--- config.mk ---
export PLATFORM = sky130hd
export DESIGN_NAME = acked_bitrate_kalman_estimator_flat
export DESIGN_NICKNAME = d
export VERILOG_FILES = /design/src/design/abke_pkg.sv /design/src/design/abke_fb_if.sv /design/src/design/abke_est_if.sv /design/src/design/abke_cfg_if.sv /design/src/design/acked_bitrate_kalman_estimator.sv /design/src/design/abke_div.sv /design/src/design/abke_mul.sv /design/src/flat_wrapper.sv
export SDC_FILE = /design/constraint.sdc
export NUM_CORES = 2
export LEC_CHECK = 0
export ABC_AREA = 1
export ABC_CLOCK_PERIOD_IN_PS = 11200
export BUFFER_PORTS_ARGS = -buffer_cell sky130_fd_sc_hd__buf_2
export CORE_UTILIZATION = 40
export DETAILED_ROUTE_END_ITERATION = 8
export PLACE_DENSITY_LB_ADDON = 0.2
export SYNTH_ARGS = -nofsm -noshare
export SYNTH_HDL_FRONTEND = slang
export SYNTH_SLANG_ARGS = --single-unit
--- constraint.sdc ---
create_clock -name clk -period 11.2 [get_ports clk]
set_input_delay 0.56 -clock clk [delete_from_list [all_inputs] [get_ports clk]]
set_output_delay 0.56 -clock clk [all_outputs]
set_load 0.03 [all_outputs]
--- src/design/abke_pkg.sv ---
package abke_pkg;

    localparam int TIME_BITS_DEF = 47;
    localparam int SUM_BITS_DEF  = 32;
    localparam int FRAC_BITS_DEF = 16;

    localparam int KIND_W     = 2;
    localparam int TS_W       = 48;
    localparam int ARR_W      = 47;
    localparam int BYTES_W    = 16;
    localparam int BPS_W      = 32;
    localparam int CFG_IDX_W  = 3;
    localparam int CFG_DATA_W = 16;
    localparam int WIN_W      = 15;
    localparam int ELAPSED_W  = 16;
    localparam int EST_INT_W  = 32;
    localparam int VAR_INT_W  = 16;
    localparam int MUL_MIN_W  = 24;

    localparam int BIT_SHIFT   = 3;
    localparam int U_SHIFT     = 8;
    localparam int TEN_SCALE   = 10;
    localparam int BPS_SCALE   = 1000;

    localparam logic [WIN_W-1:0] RATE_WINDOW_RST    = 15'd150;
    localparam logic [WIN_W-1:0] INITIAL_WINDOW_RST = 15'd500;
    localparam logic [15:0]      INITIAL_VAR_RST    = 16'd50;
    localparam logic [15:0]      PROCESS_NOISE_RST  = 16'd5;
    localparam logic [15:0]      FAST_BOOST_RST     = 16'd200;

    typedef enum logic [KIND_W-1:0] {
        KIND_PACKET  = 2'd0,
        KIND_ALR_END = 2'd1,
        KIND_RESET   = 2'd2,
        KIND_SPARE   = 2'd3
    } kind_t;

    typedef enum logic [CFG_IDX_W-1:0] {
        REG_RATE_WINDOW      = 3'd0,
        REG_INITIAL_WINDOW   = 3'd1,
        REG_INITIAL_VARIANCE = 3'd2,
        REG_PROCESS_NOISE    = 3'd3,
        REG_FAST_BOOST       = 3'd4
    } cfg_reg_t;

endpackage

--- src/design/abke_fb_if.sv ---
interface abke_fb_if;
    logic                                valid;
    logic                                ready;
    logic [abke_pkg::KIND_W-1:0]         kind;
    logic signed [abke_pkg::TS_W-1:0]    send_ts;
    logic [abke_pkg::ARR_W-1:0]          recv_ts;
    logic [abke_pkg::BYTES_W-1:0]        payload_bytes;
    logic                                batch_last;

    modport source
    (
        output valid, kind, send_ts, recv_ts, payload_bytes, batch_last,
        input  ready
    );
    modport sink
    (
        input  valid, kind, send_ts, recv_ts, payload_bytes, batch_last,
        output ready
    );
endinterface

--- src/design/abke_est_if.sv ---
interface abke_est_if;
    logic                          valid;
    logic                          ready;
    logic [abke_pkg::BPS_W-1:0]    bitrate_bps;
    logic                          estimate_present;
    logic                          sample_taken;
    logic                          batch_end;

    modport source
    (
        output valid, bitrate_bps, estimate_present, sample_taken, batch_end,
        input  ready
    );
    modport sink
    (
        input  valid, bitrate_bps, estimate_present, sample_taken, batch_end,
        output ready
    );
endinterface

--- src/design/abke_cfg_if.sv ---
interface abke_cfg_if;
    logic                              valid;
    logic                              ready;
    logic [abke_pkg::CFG_IDX_W-1:0]    index;
    logic [abke_pkg::CFG_DATA_W-1:0]   data;

    modport source
    (
        output valid, index, data,
        input  ready
    );
    modport sink
    (
        input  valid, index, data,
        output ready
    );
endinterface

--- src/design/acked_bitrate_kalman_estimator.sv ---
// A packet that closes no window passes the prep and window states; other requests go straight
// to the output. A long gap adds one serial NW-bit division (NW = 68 at defaults). A closed
// window adds up to four divisions and four multiplies.
// Throughput: one request at a time; the next is taken the cycle after the result is taken.
// Reset: asynchronous, active low; clears estimator state and loads register defaults.
module acked_bitrate_kalman_estimator #(
    parameter int TIME_BITS = abke_pkg::TIME_BITS_DEF,
    parameter int SUM_BITS  = abke_pkg::SUM_BITS_DEF,
    parameter int FRAC_BITS = abke_pkg::FRAC_BITS_DEF
)
(
    input  logic       clk,
    input  logic       rst_n,
    abke_fb_if.sink    feedback,
    abke_est_if.source estimate,
    abke_cfg_if.sink   cfg
);

    import abke_pkg::*;

    localparam int EW  = EST_INT_W + FRAC_BITS;
    localparam int VW  = VAR_INT_W + FRAC_BITS;
    localparam int CW  = TIME_BITS + 1;
    localparam int SNW = SUM_BITS + BIT_SHIFT + FRAC_BITS;
    localparam int TW  = EW + 4;
    localparam int UNW = TW + FRAC_BITS;
    localparam int NW0 = (CW > SNW) ? CW : SNW;
    localparam int NW  = (NW0 > UNW) ? NW0 : UNW;
    localparam int DW  = EW;
    localparam int UW  = U_SHIFT + FRAC_BITS;
    localparam int MW  = (UW > MUL_MIN_W) ? UW : MUL_MIN_W;
    localparam int MO  = EW + MW - FRAC_BITS;

    typedef enum logic [15:0] {
        S_IDLE  = 16'h0001,
        S_PREP  = 16'h0002,
        S_MOD   = 16'h0004,
        S_WIN   = 16'h0008,
        S_SMP   = 16'h0010,
        S_KD    = 16'h0020,
        S_KU    = 16'h0040,
        S_KSQ   = 16'h0080,
        S_KDEN  = 16'h0100,
        S_KK    = 16'h0200,
        S_KSTEP = 16'h0400,
        S_KS    = 16'h0800,
        S_KVAR  = 16'h1000,
        S_BPS   = 16'h2000,
        S_BPSW  = 16'h4000,
        S_OUT   = 16'h8000
    } state_t;

    state_t                  state_reg;

    logic [WIN_W-1:0]        rate_win_reg;
    logic [WIN_W-1:0]        init_win_reg;
    logic [15:0]             init_var_reg;
    logic [15:0]             pnoise_reg;
    logic [15:0]             boost_reg;

    logic signed [TS_W-1:0]  sts_reg;
    logic [TIME_BITS-1:0]    now_reg;
    logic [BYTES_W-1:0]      bytes_reg;
    logic                    last_reg;
    logic [WIN_W-1:0]        wnd_reg;

    logic [TIME_BITS-1:0]    prev_time_reg;
    logic                    prev_valid_reg;
    logic [ELAPSED_W-1:0]    elapsed_reg;
    logic [SUM_BITS-1:0]     sum_reg;
    logic [EW-1:0]           est_reg;
    logic                    est_valid_reg;
    logic [VW-1:0]           var_reg;
    logic signed [TS_W-1:0]  alr_reg;

    logic [CW-1:0]           cur_reg;
    logic [EW-1:0]           sample_reg;
    logic [EW-1:0]           d_reg;
    logic                    up_reg;
    logic [VW-1:0]           pvar_reg;
    logic [VW-1:0]           sv_reg;
    logic [VW:0]             den_reg;
    logic [BPS_W-1:0]        bps_reg;
    logic                    taken_reg;

    logic                    div_start_reg;
    logic [NW-1:0]           div_num_reg;
    logic [DW-1:0]           div_den_reg;
    logic                    div_done;
    logic [NW-1:0]           div_quo;
    logic [DW-1:0]           div_rem;

    logic                    mul_start_reg;
    logic [EW-1:0]           mul_a_reg;
    logic [MW-1:0]           mul_k_reg;
    logic                    mul_done;
    logic [MO-1:0]           mul_res;

    logic [WIN_W-1:0]        wnd_sel;
    logic                    jump;
    logic [TIME_BITS-1:0]    gap;
    logic [CW-1:0]           cur_add;
    logic [VW:0]             boost_sum;
    logic [VW:0]             noise_sum;
    logic [CW-1:0]           cur_sub;
    logic [CW-1:0]           cur_keep;
    logic [ELAPSED_W-1:0]    elapsed_new;
    logic [SUM_BITS:0]       sum_add;
    logic [EW-1:0]           samp;
    logic [EW-1:0]           d_cmb;
    logic [TW-1:0]           ten_d;
    logic [EW+U_SHIFT-1:0]   e_big;
    logic [VW:0]             den_cmb;
    logic [EW-1:0]           est_step;

    abke_div #(
        .NW (NW),
        .DW (DW)
    )
    u_div
    (
        .clk   (clk),
        .rst_n (rst_n),
        .start (div_start_reg),
        .num   (div_num_reg),
        .den   (div_den_reg),
        .done  (div_done),
        .quo   (div_quo),
        .rem   (div_rem)
    );

    abke_mul #(
        .AW   (EW),
        .MW   (MW),
        .FRAC (FRAC_BITS)
    )
    u_mul
    (
        .clk   (clk),
        .rst_n (rst_n),
        .start (mul_start_reg),
        .a     (mul_a_reg),
        .k     (mul_k_reg),
        .done  (mul_done),
        .res   (mul_res)
    );

    always_comb
    begin
        wnd_sel = est_valid_reg ? rate_win_reg : init_win_reg;
        if (wnd_sel == '0)
        begin
            wnd_sel = WIN_W'(1);
        end
    end

    assign jump      = prev_valid_reg && (now_reg < prev_time_reg);
    assign gap       = now_reg - prev_time_reg;
    assign cur_add   = CW'(elapsed_reg) + CW'(gap);
    assign boost_sum = (VW+1)'(var_reg) + (VW+1)'({boost_reg, {FRAC_BITS{1'b0}}});
    assign noise_sum = (VW+1)'(var_reg) + (VW+1)'({pnoise_reg, {FRAC_BITS{1'b0}}});
    assign cur_sub   = cur_reg - CW'(wnd_reg);
    assign cur_keep  = (cur_reg >= CW'(wnd_reg)) ? cur_sub : cur_reg;
    assign elapsed_new = (cur_keep > CW'({ELAPSED_W{1'b1}})) ? {ELAPSED_W{1'b1}}
                                                             : cur_keep[ELAPSED_W-1:0];
    assign sum_add   = (SUM_BITS+1)'(sum_reg) + (SUM_BITS+1)'(bytes_reg);
    assign samp      = (div_quo[NW-1:EW] != '0) ? {EW{1'b1}} : div_quo[EW-1:0];
    assign d_cmb     = (est_reg > sample_reg) ? est_reg - sample_reg : sample_reg - est_reg;
    assign ten_d     = TW'(d_cmb) * TW'(TEN_SCALE);
    assign e_big     = (EW+U_SHIFT)'(est_reg) << U_SHIFT;
    assign den_cmb   = (VW+1)'(sv_reg) + (VW+1)'(pvar_reg);
    assign est_step  = mul_res[EW-1:0];

    always_ff @(posedge clk or negedge rst_n)
    begin
        if (!rst_n)
        begin
            rate_win_reg <= RATE_WINDOW_RST;
            init_win_reg <= INITIAL_WINDOW_RST;
            init_var_reg <= INITIAL_VAR_RST;
            pnoise_reg   <= PROCESS_NOISE_RST;
            boost_reg    <= FAST_BOOST_RST;
        end
        else if (cfg.valid && cfg.ready)
        begin
            unique case (cfg.index)
                REG_RATE_WINDOW:      rate_win_reg <= cfg.data[WIN_W-1:0];
                REG_INITIAL_WINDOW:   init_win_reg <= cfg.data[WIN_W-1:0];
                REG_INITIAL_VARIANCE: init_var_reg <= cfg.data;
                REG_PROCESS_NOISE:    pnoise_reg   <= cfg.data;
                REG_FAST_BOOST:       boost_reg    <= cfg.data;
                default:
                begin
                end
            endcase
        end
    end

    always_ff @(posedge clk or negedge rst_n)
    begin
        if (!rst_n)
        begin
            state_reg      <= S_IDLE;
            prev_time_reg  <= '0;
            prev_valid_reg <= 1'b0;
            elapsed_reg    <= '0;
            sum_reg        <= '0;
            est_reg        <= '0;
            est_valid_reg  <= 1'b0;
            var_reg        <= VW'({INITIAL_VAR_RST, {FRAC_BITS{1'b0}}});
            alr_reg        <= '1;
            bps_reg        <= '0;
            taken_reg      <= 1'b0;
            div_start_reg  <= 1'b0;
            mul_start_reg  <= 1'b0;
        end
        else
        begin
            div_start_reg <= 1'b0;
            mul_start_reg <= 1'b0;
            unique case (state_reg)
                S_IDLE:
                begin
                    if (feedback.valid)
                    begin
                        sts_reg   <= feedback.send_ts;
                        now_reg   <= TIME_BITS'(feedback.recv_ts);
                        bytes_reg <= feedback.payload_bytes;
                        last_reg  <= feedback.batch_last;
                        wnd_reg   <= wnd_sel;
                        taken_reg <= 1'b0;
                        state_reg <= S_OUT;
                        case (feedback.kind)
                            KIND_PACKET:
                            begin
                                if (!feedback.send_ts[TS_W-1])
                                begin
                                    state_reg <= S_PREP;
                                end
                            end
                            KIND_ALR_END:
                            begin
                                alr_reg <= feedback.send_ts;
                            end
                            KIND_RESET:
                            begin
                                prev_time_reg  <= '0;
                                prev_valid_reg <= 1'b0;
                                elapsed_reg    <= '0;
                                sum_reg        <= '0;
                                est_reg        <= '0;
                                est_valid_reg  <= 1'b0;
                                var_reg        <= VW'({init_var_reg, {FRAC_BITS{1'b0}}});
                                alr_reg        <= '1;
                            end
                            default:
                            begin
                            end
                        endcase
                    end
                end
                S_PREP:
                begin
                    if (!alr_reg[TS_W-1] && (sts_reg > alr_reg))
                    begin
                        var_reg <= boost_sum[VW] ? {VW{1'b1}} : boost_sum[VW-1:0];
                        alr_reg <= '1;
                    end
                    prev_time_reg  <= now_reg;
                    prev_valid_reg <= 1'b1;
                    state_reg      <= S_WIN;
                    if (jump)
                    begin
                        sum_reg <= '0;
                        cur_reg <= '0;
                    end
                    else if (prev_valid_reg)
                    begin
                        cur_reg <= cur_add;
                        if (gap > TIME_BITS'(wnd_reg))
                        begin
                            sum_reg       <= '0;
                            div_num_reg   <= NW'(cur_add);
                            div_den_reg   <= DW'(wnd_reg);
                            div_start_reg <= 1'b1;
                            state_reg     <= S_MOD;
                        end
                    end
                    else
                    begin
                        cur_reg <= CW'(elapsed_reg);
                    end
                end
                S_MOD:
                begin
                    if (div_done)
                    begin
                        cur_reg   <= CW'(div_rem);
                        state_reg <= S_WIN;
                    end
                end
                S_WIN:
                begin
                    elapsed_reg <= elapsed_new;
                    if (cur_reg >= CW'(wnd_reg))
                    begin
                        taken_reg     <= 1'b1;
                        sum_reg       <= SUM_BITS'(bytes_reg);
                        div_num_reg   <= NW'({sum_reg, {BIT_SHIFT{1'b0}},
                                              {FRAC_BITS{1'b0}}});
                        div_den_reg   <= DW'(wnd_reg);
                        div_start_reg <= 1'b1;
                        state_reg     <= S_SMP;
                    end
                    else
                    begin
                        sum_reg   <= sum_add[SUM_BITS] ? {SUM_BITS{1'b1}}
                                                       : sum_add[SUM_BITS-1:0];
                        state_reg <= S_OUT;
                    end
                end
                S_SMP:
                begin
                    if (div_done)
                    begin
                        if (!est_valid_reg)
                        begin
                            est_reg       <= samp;
                            est_valid_reg <= 1'b1;
                            state_reg     <= S_BPS;
                        end
                        else
                        begin
                            sample_reg <= samp;
                            state_reg  <= S_KD;
                        end
                    end
                end
                S_KD:
                begin
                    d_reg    <= d_cmb;
                    up_reg   <= sample_reg >= est_reg;
                    pvar_reg <= noise_sum[VW] ? {VW{1'b1}} : noise_sum[VW-1:0];
                    if (d_cmb == '0)
                    begin
                        sv_reg    <= '0;
                        state_reg <= S_KDEN;
                    end
                    else if ((est_reg == '0) || ((EW+U_SHIFT)'(ten_d) >= e_big))
                    begin
                        sv_reg    <= {VW{1'b1}};
                        state_reg <= S_KDEN;
                    end
                    else
                    begin
                        div_num_reg   <= NW'({ten_d, {FRAC_BITS{1'b0}}});
                        div_den_reg   <= DW'(est_reg);
                        div_start_reg <= 1'b1;
                        state_reg     <= S_KU;
                    end
                end
                S_KU:
                begin
                    if (div_done)
                    begin
                        mul_a_reg     <= EW'(div_quo[UW-1:0]);
                        mul_k_reg     <= MW'(div_quo[UW-1:0]);
                        mul_start_reg <= 1'b1;
                        state_reg     <= S_KSQ;
                    end
                end
                S_KSQ:
                begin
                    if (mul_done)
                    begin
                        sv_reg    <= (mul_res[MO-1:VW] != '0) ? {VW{1'b1}}
                                                              : mul_res[VW-1:0];
                        state_reg <= S_KDEN;
                    end
                end
                S_KDEN:
                begin
                    if (den_cmb == '0)
                    begin
                        est_reg   <= sample_reg;
                        var_reg   <= '0;
                        state_reg <= S_BPS;
                    end
                    else
                    begin
                        den_reg       <= den_cmb;
                        div_num_reg   <= NW'({pvar_reg, {FRAC_BITS{1'b0}}});
                        div_den_reg   <= DW'(den_cmb);
                        div_start_reg <= 1'b1;
                        state_reg     <= S_KK;
                    end
                end
                S_KK:
                begin
                    if (div_done)
                    begin
                        mul_a_reg     <= d_reg;
                        mul_k_reg     <= MW'(div_quo);
                        mul_start_reg <= 1'b1;
                        state_reg     <= S_KSTEP;
                    end
                end
                S_KSTEP:
                begin
                    if (mul_done)
                    begin
                        est_reg       <= up_reg ? est_reg + est_step : est_reg - est_step;
                        div_num_reg   <= NW'({sv_reg, {FRAC_BITS{1'b0}}});
                        div_den_reg   <= DW'(den_reg);
                        div_start_reg <= 1'b1;
                        state_reg     <= S_KS;
                    end
                end
                S_KS:
                begin
                    if (div_done)
                    begin
                        mul_a_reg     <= EW'(pvar_reg);
                        mul_k_reg     <= MW'(div_quo);
                        mul_start_reg <= 1'b1;
                        state_reg     <= S_KVAR;
                    end
                end
                S_KVAR:
                begin
                    if (mul_done)
                    begin
                        var_reg   <= mul_res[VW-1:0];
                        state_reg <= S_BPS;
                    end
                end
                S_BPS:
                begin
                    mul_a_reg     <= est_reg;
                    mul_k_reg     <= MW'(BPS_SCALE);
                    mul_start_reg <= 1'b1;
                    state_reg     <= S_BPSW;
                end
                S_BPSW:
                begin
                    if (mul_done)
                    begin
                        bps_reg   <= (mul_res[MO-1:BPS_W] != '0) ? {BPS_W{1'b1}}
                                                                 : mul_res[BPS_W-1:0];
                        state_reg <= S_OUT;
                    end
                end
                S_OUT:
                begin
                    if (estimate.ready)
                    begin
                        state_reg <= S_IDLE;
                    end
                end
                default:
                begin
                    state_reg <= S_IDLE;
                end
            endcase
        end
    end

    assign feedback.ready            = (state_reg == S_IDLE);
    assign cfg.ready                 = 1'b1;
    assign estimate.valid            = (state_reg == S_OUT);
    assign estimate.bitrate_bps      = est_valid_reg ? bps_reg : '0;
    assign estimate.estimate_present = est_valid_reg;
    assign estimate.sample_taken     = taken_reg;
    assign estimate.batch_end        = last_reg;

`ifndef SYNTHESIS
    a_busy_after_request: assert property (@(posedge clk) disable iff (!rst_n)
        feedback.valid && feedback.ready |=> !feedback.ready)
        else $error("request accepted while previous one in progress");

    a_sample_has_estimate: assert property (@(posedge clk) disable iff (!rst_n)
        estimate.valid && estimate.sample_taken |-> estimate.estimate_present)
        else $error("sample taken without an estimate");

    a_div_done_waited: assert property (@(posedge clk) disable iff (!rst_n)
        div_done |-> (state_reg == S_MOD) || (state_reg == S_SMP) || (state_reg == S_KU)
                     || (state_reg == S_KK) || (state_reg == S_KS))
        else $error("divider finished outside a wait state");

    a_mul_done_waited: assert property (@(posedge clk) disable iff (!rst_n)
        mul_done |-> (state_reg == S_KSQ) || (state_reg == S_KSTEP)
                     || (state_reg == S_KVAR) || (state_reg == S_BPSW))
        else $error("multiplier finished outside a wait state");
`endif

endmodule

--- src/design/abke_div.sv ---
module abke_div #(
    parameter int NW = 68,
    parameter int DW = 48
)
(
    input  logic          clk,
    input  logic          rst_n,
    input  logic          start,
    input  logic [NW-1:0] num,
    input  logic [DW-1:0] den,
    output logic          done,
    output logic [NW-1:0] quo,
    output logic [DW-1:0] rem
);

    localparam int CNTW = $clog2(NW + 1);

    logic [NW-1:0]   q_reg;
    logic [DW-1:0]   r_reg;
    logic [DW-1:0]   d_reg;
    logic [CNTW-1:0] cnt_reg;
    logic            busy_reg;
    logic            done_reg;
    logic [DW:0]     trial;
    logic [DW:0]     diff;
    logic            ge;

    assign trial = {r_reg, q_reg[NW-1]};
    assign ge    = trial >= {1'b0, d_reg};
    assign diff  = trial - {1'b0, d_reg};

    always_ff @(posedge clk or negedge rst_n)
    begin
        if (!rst_n)
        begin
            busy_reg <= 1'b0;
            done_reg <= 1'b0;
            cnt_reg  <= '0;
        end
        else
        begin
            done_reg <= 1'b0;
            if (start)
            begin
                busy_reg <= 1'b1;
                cnt_reg  <= CNTW'(NW);
            end
            else if (busy_reg)
            begin
                cnt_reg <= cnt_reg - 1'b1;
                if (cnt_reg == CNTW'(1))
                begin
                    busy_reg <= 1'b0;
                    done_reg <= 1'b1;
                end
            end
        end
    end

    always_ff @(posedge clk)
    begin
        if (start)
        begin
            q_reg <= num;
            r_reg <= '0;
            d_reg <= den;
        end
        else if (busy_reg)
        begin
            r_reg <= ge ? diff[DW-1:0] : trial[DW-1:0];
            q_reg <= {q_reg[NW-2:0], ge};
        end
    end

    assign done = done_reg;
    assign quo  = q_reg;
    assign rem  = r_reg;

endmodule

--- src/design/abke_mul.sv ---
module abke_mul #(
    parameter int AW   = 48,
    parameter int MW   = 24,
    parameter int FRAC = 16
)
(
    input  logic                 clk,
    input  logic                 rst_n,
    input  logic                 start,
    input  logic [AW-1:0]        a,
    input  logic [MW-1:0]        k,
    output logic                 done,
    output logic [AW+MW-FRAC-1:0] res
);

    typedef enum logic [3:0] {
        M_IDLE = 4'b0001,
        M_HI   = 4'b0010,
        M_LO   = 4'b0100,
        M_ACC  = 4'b1000
    } mul_state_t;

    mul_state_t       state_reg;
    logic [AW-1:0]    a_reg;
    logic [MW-1:0]    k_reg;
    logic [2*MW-1:0]  p_reg;
    logic [AW+MW-1:0] acc_reg;
    logic             done_reg;
    logic [MW-1:0]    mul_x;
    logic [2*MW-1:0]  prod;

    assign mul_x = (state_reg == M_HI) ? MW'(a_reg[AW-1:MW]) : a_reg[MW-1:0];
    assign prod  = mul_x * k_reg;

    always_ff @(posedge clk or negedge rst_n)
    begin
        if (!rst_n)
        begin
            state_reg <= M_IDLE;
            done_reg  <= 1'b0;
        end
        else
        begin
            done_reg <= 1'b0;
            unique case (state_reg)
                M_IDLE:
                begin
                    if (start)
                    begin
                        state_reg <= M_HI;
                    end
                end
                M_HI:
                begin
                    state_reg <= M_LO;
                end
                M_LO:
                begin
                    state_reg <= M_ACC;
                end
                M_ACC:
                begin
                    state_reg <= M_IDLE;
                    done_reg  <= 1'b1;
                end
                default:
                begin
                    state_reg <= M_IDLE;
                end
            endcase
        end
    end

    always_ff @(posedge clk)
    begin
        p_reg <= prod;
        if (state_reg == M_IDLE && start)
        begin
            a_reg <= a;
            k_reg <= k;
        end
        if (state_reg == M_LO)
        begin
            acc_reg <= (AW+MW)'({p_reg, {MW{1'b0}}});
        end
        if (state_reg == M_ACC)
        begin
            acc_reg <= acc_reg + (AW+MW)'(p_reg);
        end
    end

    assign done = done_reg;
    assign res  = acc_reg[AW+MW-1:FRAC];

endmodule

--- src/flat_wrapper.sv ---
// flat-port wrapper written by rule: the top's interface ports become plain ports
module acked_bitrate_kalman_estimator_flat import abke_pkg::*;
#(
    parameter int TIME_BITS = abke_pkg::TIME_BITS_DEF,
    parameter int SUM_BITS  = abke_pkg::SUM_BITS_DEF,
    parameter int FRAC_BITS = abke_pkg::FRAC_BITS_DEF
)
  (clk, rst_n, feedback_valid, feedback_kind, feedback_send_ts, feedback_recv_ts, feedback_payload_bytes, feedback_batch_last, feedback_ready, estimate_valid, estimate_bitrate_bps, estimate_estimate_present, estimate_sample_taken, estimate_batch_end, estimate_ready, cfg_valid, cfg_index, cfg_data, cfg_ready);
  abke_fb_if feedback_i ();
  abke_est_if estimate_i ();
  abke_cfg_if cfg_i ();
  input  logic clk;
  input  logic rst_n;
  input wire logic [$bits(feedback_i.valid)-1:0] feedback_valid;
  input wire logic [$bits(feedback_i.kind)-1:0] feedback_kind;
  input wire logic [$bits(feedback_i.send_ts)-1:0] feedback_send_ts;
  input wire logic [$bits(feedback_i.recv_ts)-1:0] feedback_recv_ts;
  input wire logic [$bits(feedback_i.payload_bytes)-1:0] feedback_payload_bytes;
  input wire logic [$bits(feedback_i.batch_last)-1:0] feedback_batch_last;
  output wire logic [$bits(feedback_i.ready)-1:0] feedback_ready;
  output wire logic [$bits(estimate_i.valid)-1:0] estimate_valid;
  output wire logic [$bits(estimate_i.bitrate_bps)-1:0] estimate_bitrate_bps;
  output wire logic [$bits(estimate_i.estimate_present)-1:0] estimate_estimate_present;
  output wire logic [$bits(estimate_i.sample_taken)-1:0] estimate_sample_taken;
  output wire logic [$bits(estimate_i.batch_end)-1:0] estimate_batch_end;
  input wire logic [$bits(estimate_i.ready)-1:0] estimate_ready;
  input wire logic [$bits(cfg_i.valid)-1:0] cfg_valid;
  input wire logic [$bits(cfg_i.index)-1:0] cfg_index;
  input wire logic [$bits(cfg_i.data)-1:0] cfg_data;
  output wire logic [$bits(cfg_i.ready)-1:0] cfg_ready;
  assign feedback_i.valid = feedback_valid;
  assign feedback_i.kind = feedback_kind;
  assign feedback_i.send_ts = feedback_send_ts;
  assign feedback_i.recv_ts = feedback_recv_ts;
  assign feedback_i.payload_bytes = feedback_payload_bytes;
  assign feedback_i.batch_last = feedback_batch_last;
  assign feedback_ready = feedback_i.ready;
  assign estimate_valid = estimate_i.valid;
  assign estimate_bitrate_bps = estimate_i.bitrate_bps;
  assign estimate_estimate_present = estimate_i.estimate_present;
  assign estimate_sample_taken = estimate_i.sample_taken;
  assign estimate_batch_end = estimate_i.batch_end;
  assign estimate_i.ready = estimate_ready;
  assign cfg_i.valid = cfg_valid;
  assign cfg_i.index = cfg_index;
  assign cfg_i.data = cfg_data;
  assign cfg_ready = cfg_i.ready;
  acked_bitrate_kalman_estimator #(.TIME_BITS(TIME_BITS), .SUM_BITS(SUM_BITS), .FRAC_BITS(FRAC_BITS)) u_core (.clk(clk), .rst_n(rst_n), .feedback(feedback_i), .estimate(estimate_i), .cfg(cfg_i));
endmodule
# [After elaboration in Yosys (flattened, before gate mapping)]
# Index checks and enable logic that the tools add are counted.
[op_classes] add_sub_neg=14 n_mul=2 n_lt_le_gt_ge=9 eq_ne=55 mux=130 bitwise_logic=1 reduce_logical=51
[op_table] operator="$mux 48" n=27
[op_table] operator="$mux 68" n=10
[op_table] operator="$mux 32" n=18
[op_table] operator="$pmux 48 s4" n=2
[op_table] operator="$pmux 68 s5" n=1
[op_table] operator="$mux 16" n=20
[op_table] operator="$pmux 48 s2" n=3
[op_table] operator="$pmux 16 s16" n=1
[op_table] operator="$pmux 48 s5" n=1
[op_table] operator="$sub 48x48->48" n=4
[op_table] operator="$mux 72" n=2
[op_table] operator="$pmux 32 s4" n=1
[op_table] operator="$add 32x32->33" n=3
[op_table] operator="$gt 48x48->1" n=2
[op_table] operator="$logic_not 48->1" n=2
[op_table] operator="$pmux 32 s3" n=1
[op_table] operator="$mux 47" n=2
[op_table] operator="$pmux 47 s2" n=1
[op_table] operator="$add 72x48->72" n=1
[op_table] operator="$pmux 32 s2" n=1
[op_table] operator="$ge 52x56->1" n=1
[op_table] operator="$mul 48x3->51 const B" n=1
[op_table] operator="$ge 49x48->1" n=1
[op_table] operator="$add 16x47->48" n=1
[op_table] operator="75 further kinds" n=155
[totals] regBits=1281 input_bits=138 out_inout_bits=38 wordCells=308

# [Logic depth before layout (Yosys ltp)]
[logic_depth] ltp_word=8 depth_mapped=48 mapped_depth_nobuf=47

# [Modules after synthesis]
# A second synthesis with hierarchy kept.
[hier_totals] cells_unflattened=15310 area_unflattened_um2=112006.2
[modules_own_cells] module="acked_bitrate_kalman_estimator" n_inst=1 cells_per_inst=9613 area_per_inst_um2=69469.1 seq_area_each_um2=25672.1
[modules_own_cells] module="abke_mul" n_inst=1 cells_per_inst=3970 area_per_inst_um2=30948.4 seq_area_each_um2=5411.4
[modules_own_cells] module="abke_div" n_inst=1 cells_per_inst=1727 area_per_inst_um2=11588.6 seq_area_each_um2=4669.5

# [Least setup slack after synthesis]
# Ideal clock, no wire load.
[synth_path] kind="register -> register" startpoint="register u_core.est_reg[0]" endpoint="register u_core.div_den_reg[0] (enable)" arrival_time_ns=11.476 t_required_ns=10.570 slack_ns=-0.906 path_stages_with_launch=43 path_buffers=1 period_less_slack_ns=12.106 path_cell_list="dfrtp_1 inv_1 ha_1 inv_1 fa_1 nand3_1 nand3_1 nand2_1 nand2_1 nand2_1 nand2_1 nand2_2 nand3_4 nand2_4 buf_6 nand2_2 nand2_2 inv_1 [... 7 more ...] o21ai_0 a21oi_1 o21ai_0 a21boi_0 o21ai_0 xor2_1 ha_1 nand2_1 nor2_1 a211oi_1 o221ai_1 a21oi_1 nand3_1 nand2_1 nand2_1 nor2_1 nand2_1 a21oi_1"
[synth_between] elab_chain_len=7 elab_cells_between_ends=12
[synth_rtl] item="start: declaration" line="acked_bitrate_kalman_estimator.sv:71" rtl="logic [EW-1:0] est_reg;"
[synth_rtl] item="start signal: assignment" line="acked_bitrate_kalman_estimator.sv:328" rtl="est_reg <= samp;"
[synth_rtl] item="start signal: assignment" line="acked_bitrate_kalman_estimator.sv:385" rtl="est_reg <= sample_reg;"
[synth_rtl] item="start signal: assignment" line="acked_bitrate_kalman_estimator.sv:412" rtl="est_reg <= up_reg ? est_reg + est_step : est_reg - est_step;"
[synth_rtl] item="$sub 48x48->48 / $gt 48x48->1 (equally long branches)" line="acked_bitrate_kalman_estimator.sv:168" rtl="assign d_cmb = (est_reg > sample_reg) ? est_reg - sample_reg : sample_reg - est_reg;"
[synth_rtl] item="$mux 48 (*)" line="acked_bitrate_kalman_estimator.sv:168"
[synth_rtl] item="named net u_core.d_cmb[1]" line="acked_bitrate_kalman_estimator.sv:110" rtl="logic [EW-1:0] d_cmb;"
[synth_rtl] item="$mul 48x3->51" line="acked_bitrate_kalman_estimator.sv:169" rtl="assign ten_d = TW'(d_cmb) * TW'(TEN_SCALE);"
[synth_rtl] item="$ge 52x56->1" line="acked_bitrate_kalman_estimator.sv:349" rtl="else if ((est_reg == '0) || ((EW+U_SHIFT)'(ten_d) >= e_big))"
[synth_rtl] item="$logic_or 1x1->1" line="acked_bitrate_kalman_estimator.sv:349"
[synth_rtl] item="$ne 2x2->1 (no line)"
[synth_rtl] item="$reduce_and 10->1 (no line) (*)"
[synth_rtl] item="end signal: assignment" line="acked_bitrate_kalman_estimator.sv:357" rtl="div_den_reg <= DW'(est_reg);"
[synth_rtl] item="end signal: assignment" line="acked_bitrate_kalman_estimator.sv:393" rtl="div_den_reg <= DW'(den_cmb);"
[synth_rtl] item="end signal: assignment" line="acked_bitrate_kalman_estimator.sv:414" rtl="div_den_reg <= DW'(den_reg);"
[synth_rtl] item="end: declaration" line="acked_bitrate_kalman_estimator.sv:88" rtl="logic [DW-1:0] div_den_reg;"
# The timed path passes the listed nets; every way through them passes the cells marked *.
# A chain may end at the register's enable or synchronous reset.

# [Worst setup path after layout]
[layout_path] startpoint="register u_core.est_reg[0]" endpoint="register u_core.div_num_reg[65] (enable)"
[layout_between] elab_chain_len=7 elab_cells_between_ends=12
[layout_rtl] item="$sub 48x48->48 / $gt 48x48->1 (equally long branches)" line="acked_bitrate_kalman_estimator.sv:168"
[layout_rtl] item="$mux 48 (*)" line="acked_bitrate_kalman_estimator.sv:168"
[layout_rtl] item="named net u_core.d_cmb[1]" line="acked_bitrate_kalman_estimator.sv:110"
[layout_rtl] item="$mul 48x3->51" line="acked_bitrate_kalman_estimator.sv:169"
[layout_rtl] item="$ge 52x56->1" line="acked_bitrate_kalman_estimator.sv:349"
[layout_rtl] item="$logic_or 1x1->1" line="acked_bitrate_kalman_estimator.sv:349"
[layout_rtl] item="$ne 2x2->1 (no line)"
[layout_rtl] item="$reduce_and 10->1 (no line) (*)"
[layout_rtl] item="end signal: assignment" line="acked_bitrate_kalman_estimator.sv:356" rtl="div_num_reg <= NW'({ten_d, {FRAC_BITS{1'b0}}});"
[layout_rtl] item="end signal: assignment" line="acked_bitrate_kalman_estimator.sv:392" rtl="div_num_reg <= NW'({pvar_reg, {FRAC_BITS{1'b0}}});"
[layout_rtl] item="end signal: assignment" line="acked_bitrate_kalman_estimator.sv:413" rtl="div_num_reg <= NW'({sv_reg, {FRAC_BITS{1'b0}}});"
[layout_rtl] item="end: declaration" line="acked_bitrate_kalman_estimator.sv:87" rtl="logic [NW-1:0] div_num_reg;"
# Marks and branches as above.

==> results.yml <==
status:
  outcome: "finished with violations"
  violations: "max-capacitance violations"
clock_network:
  clock_sink_count: 1281
  cts_buffers: 160
  cts-root-to-sink-buffers: 4
  cts_root_buffer: "clkbuf_16"
  post_cts.repair.setup_buffers: 0
  cts_tree: "done"
  worst_skew_pair.late_latency_ps: 880
  path_clk_slew_ps: 60
  clock_tree.htree_level_count: 4
critical_path:
  critical-path-slowest-cell: "nand2_4"
  path_delay_family: "simple AND/OR/NAND/NOR gates"
  cp.arrival_ps: 10830
  cp_data_required_time_ps: 11670
  cpMostUsedCell: "nand2_1"
  worst-path-buf-inv: 5
  cp-start-kind: "flip-flop"
  worstSetupEndpointType: "flip-flop"
  worstPathMaxFanout: 96
  timing_worst_setup_path_type: "flip-flop to flip-flop"
  timing.critical_path.slowest_cell_delay_ps: 700
logic_synthesis:
  synth_top_family_by_area: "simple AND/OR/NAND/NOR gates"
  post_synth_mux_area_share_pct: 0.01856
  post_synth_instance_area_um2: 107900
  synth_area_per_cell_um2: 7.582
  synth_fp_nets: 15620
  synth_most_common_cell: "nand2_1"
  post_synth_xor_xnor_area_pct: 3.232
  yosys_warnings: 0
  synth_seq_area_share_pct: 33.15
  postSynthCellCount: 14230
  yosys.area.top_type: "edfxtp_1"
  synth_compound_gate_area_share_pct: 11.66
  post_synth_fa_ha_maj_area_fraction_pct: 18.04
  synth_enable_flop_cells: 817
  synth-simple-area-share_pct: 23.85
  synth_top_cells_by_area: "edfxtp_1, nand2_1, fa_1"
  number_of_flip_flops_and_latches_in_the_synthesized_netlist: 1281
  synthTopCellsByCount: "nand2_1, inv_1, nor2_1, o21ai_0, edfxtp_1"
  synth_top_flop_cell: "edfxtp_1"
  fraction_of_synthesis_flops_using_an_asynchronous_set_or_reset_pin_pct: 28.73
  yosysTopAreaCellShare_pct: 22.75
  ys_types: 73
layout:
  final_util_pct: 44.46
  largest_register_ff_count: 72
  area_delta_synth_final_pct: 10.53
  layout-drive-gt1-share_pct: 6.147
  design.final.nets: 15850
drt:
  vias: 99730
  number_of_detailed_routing_iterations_run_before_antenna_repair: 9
  routed_via_density: 5.497
  routed_wl_um: 459800
  ant_nets: 0
  drt-initial-drc-count: 11280
  detail_route.drc_violations: 0
  wl_per_cell_um: 25.34
pwr:
  netSwitchingPower_mw: 6.892
  comb_power_share_pct: 34.7
  worst_ir_drop_vdd_mv: 0.1577
  cellInternalPower_mw: 10.53
  power.clock.fraction_pct: 30.3
  power_density_nw_per_um2: 146.2
  leakage_nw: 56.16
  power.share.switching_pct: 39.55
  seq_power_share_pct: 34.9
floorplanning:
  die_height_um: 521.3
  fp-row-count: 190
  design.die.area_um2: 271700
  io-pin-count: 176
  initial_core_util_pct: 40.22
  coreArea_um2: 268200
  dieWidth_um: 521.3
timing:
  fin_crit_sh_pct: 92.55
  maxSlewHeadroom_pct: 1.230
  setup-violations-final: 0
  finalHoldViolCount: 0
  max_freq_mhz: 96.47
  setup_repair_after_global_routing_missed_its_margin: "false"
  finClkSkew_ps: 87.94
  final_critical_delay_including_setup_and_external_delays_ps: 10370
  tightest_slew_ps: 1466
  slew_viol_final: 0
  final.setup.tns_ps: 0
placement:
  hpwl_dp_um: 372500
  port-buffer-count: 174
  gp_congestion: 1.040
min_path:
  hp-class: "primary input to flip-flop"
global_route:
  grt_pass1_vias: 94920
  maximum_number_of_pins_on_one_net_before_global_route_repair: 138
  wire_length_of_the_first_global_routing_pass_um: 659700
  grt_antenna_before_repair: 35
  global_route.overflow_total: 0
  grt_usage_pct: 33.35
flow_run:
  maxCapViolCount: 1
## worst register-to-register path: cells and delay by family (launching register included)
family                     cells  cell delay, ps
xor gates and xnor gates       1             260
and+or+nand+nor               24            4560
buffers and inverters          5             760
AOI/OAI and AO/OA              8            2190
DFF                            1             460
adders and majority gates      5            1640
## power groups by stage
stage               combinational, mW  clock (mW)  sequential (mW)
floorplan                        4.01           0             6.02
global placement                 5.86           0             6.15
detailed placement               5.88           0             6.16
CTS                              5.94        5.34             6.07
global route                     6.68        5.51             6.13
finish                           6.05        5.29             6.08
## per-stage QoR
stage               power (mW)  instances  hold WS (ps)  setup slack [ps]  instance area (µm²)
floorplan                10.02      14230         264.4             8.138               107900
global placement         12.01      17740         401.7              1538               112900
detailed placement       12.04      17740         404.5              1330               112900
CTS                      17.35      18130         10.39              1256               119200
global route             18.32      18130         30.33             422.0               119200
finish                   17.43      18140         46.27             834.0               119200
## cell type report
cell class | count | area [µm²]
antenna | 14 | 35.03
clock buffer | 201 | 4282
clock inverter | 80 | 864.6
fill | 27790 | 148900
inverter | 2486 | 9334
multi-input combinational | 10110 | 61450
sequential | 1281 | 35760
tap | 3552 | 4444
timing repair buffer | 421 | 3055
## cell usage in the layout (no fill, tap or decap), types with 113 or more instances in the layout
| master | count |
|---|---|
| a21oi_1 | 714 |
| buf_2 | 173 |
| buf_4 | 131 |
| clkbuf_16 | 163 |
| dfrtp_1 | 295 |
| dlygate4sd3_1 | 113 |
| edfxtp_1 | 817 |
| fa_1 | 495 |
| ha_1 | 763 |
| inv_1 | 2423 |
| nand2_1 | 3739 |
| nand3_1 | 527 |
| nand4_1 | 208 |
| nor2_1 | 1250 |
| nor3_1 | 133 |
| o21ai_0 | 837 |
| or2_2 | 116 |
| xnor2_1 | 132 |
| xor2_1 | 266 |
## final timing paths
check / startpoint / end / slack, ps / cells past startpoint
max: u_core.est_reg[0] / u_core.div_num_reg[65] / 830 / 43
min: cfg_data[0] / u_core.pnoise_reg[0] / 50 / 3
max reg2reg: u_core.est_reg[0] / u_core.div_num_reg[65] / 830 / 43
min reg2reg: u_core.mul_a_reg[16] / u_core.u_mul.a_reg[16] / 350 / 0
max in group asynchronous: rst_n / u_core.var_reg[3] / 8050 / 6
min in group asynchronous: rst_n / u_core.prev_time_reg[8] / 210 / 2
## routing by layer
| layer | up-vias | track usage [%] | part of all wire [%] |
|---|---|---|---|
| li1 | 46420 | - | - |
| met5 | - | 0 | 0.054 |
| met4 | 40 | 15.11 | 5.1 |
| met3 | 826 | 7.132 | 9.8 |
| met1 | 47860 | 46.51 | 43 |
| met2 | 4582 | 49.27 | 42 |
## kinds of logic after synthesis
logic type	Yosys count
adders and majority gates	1258
and+or+nand+nor	6213
DFF	1281
muxes	2
xor gates and xnor gates	398
buffers and inverters	2836
other	1
AOI/OAI and AO/OA	2236
## repair_timing
item                                   CTS  global route
endpoints found under the hold margin  186             0
hold buffers                           113             0
gates resized for setup                  0             0
(Power assumes the default switching activity.)
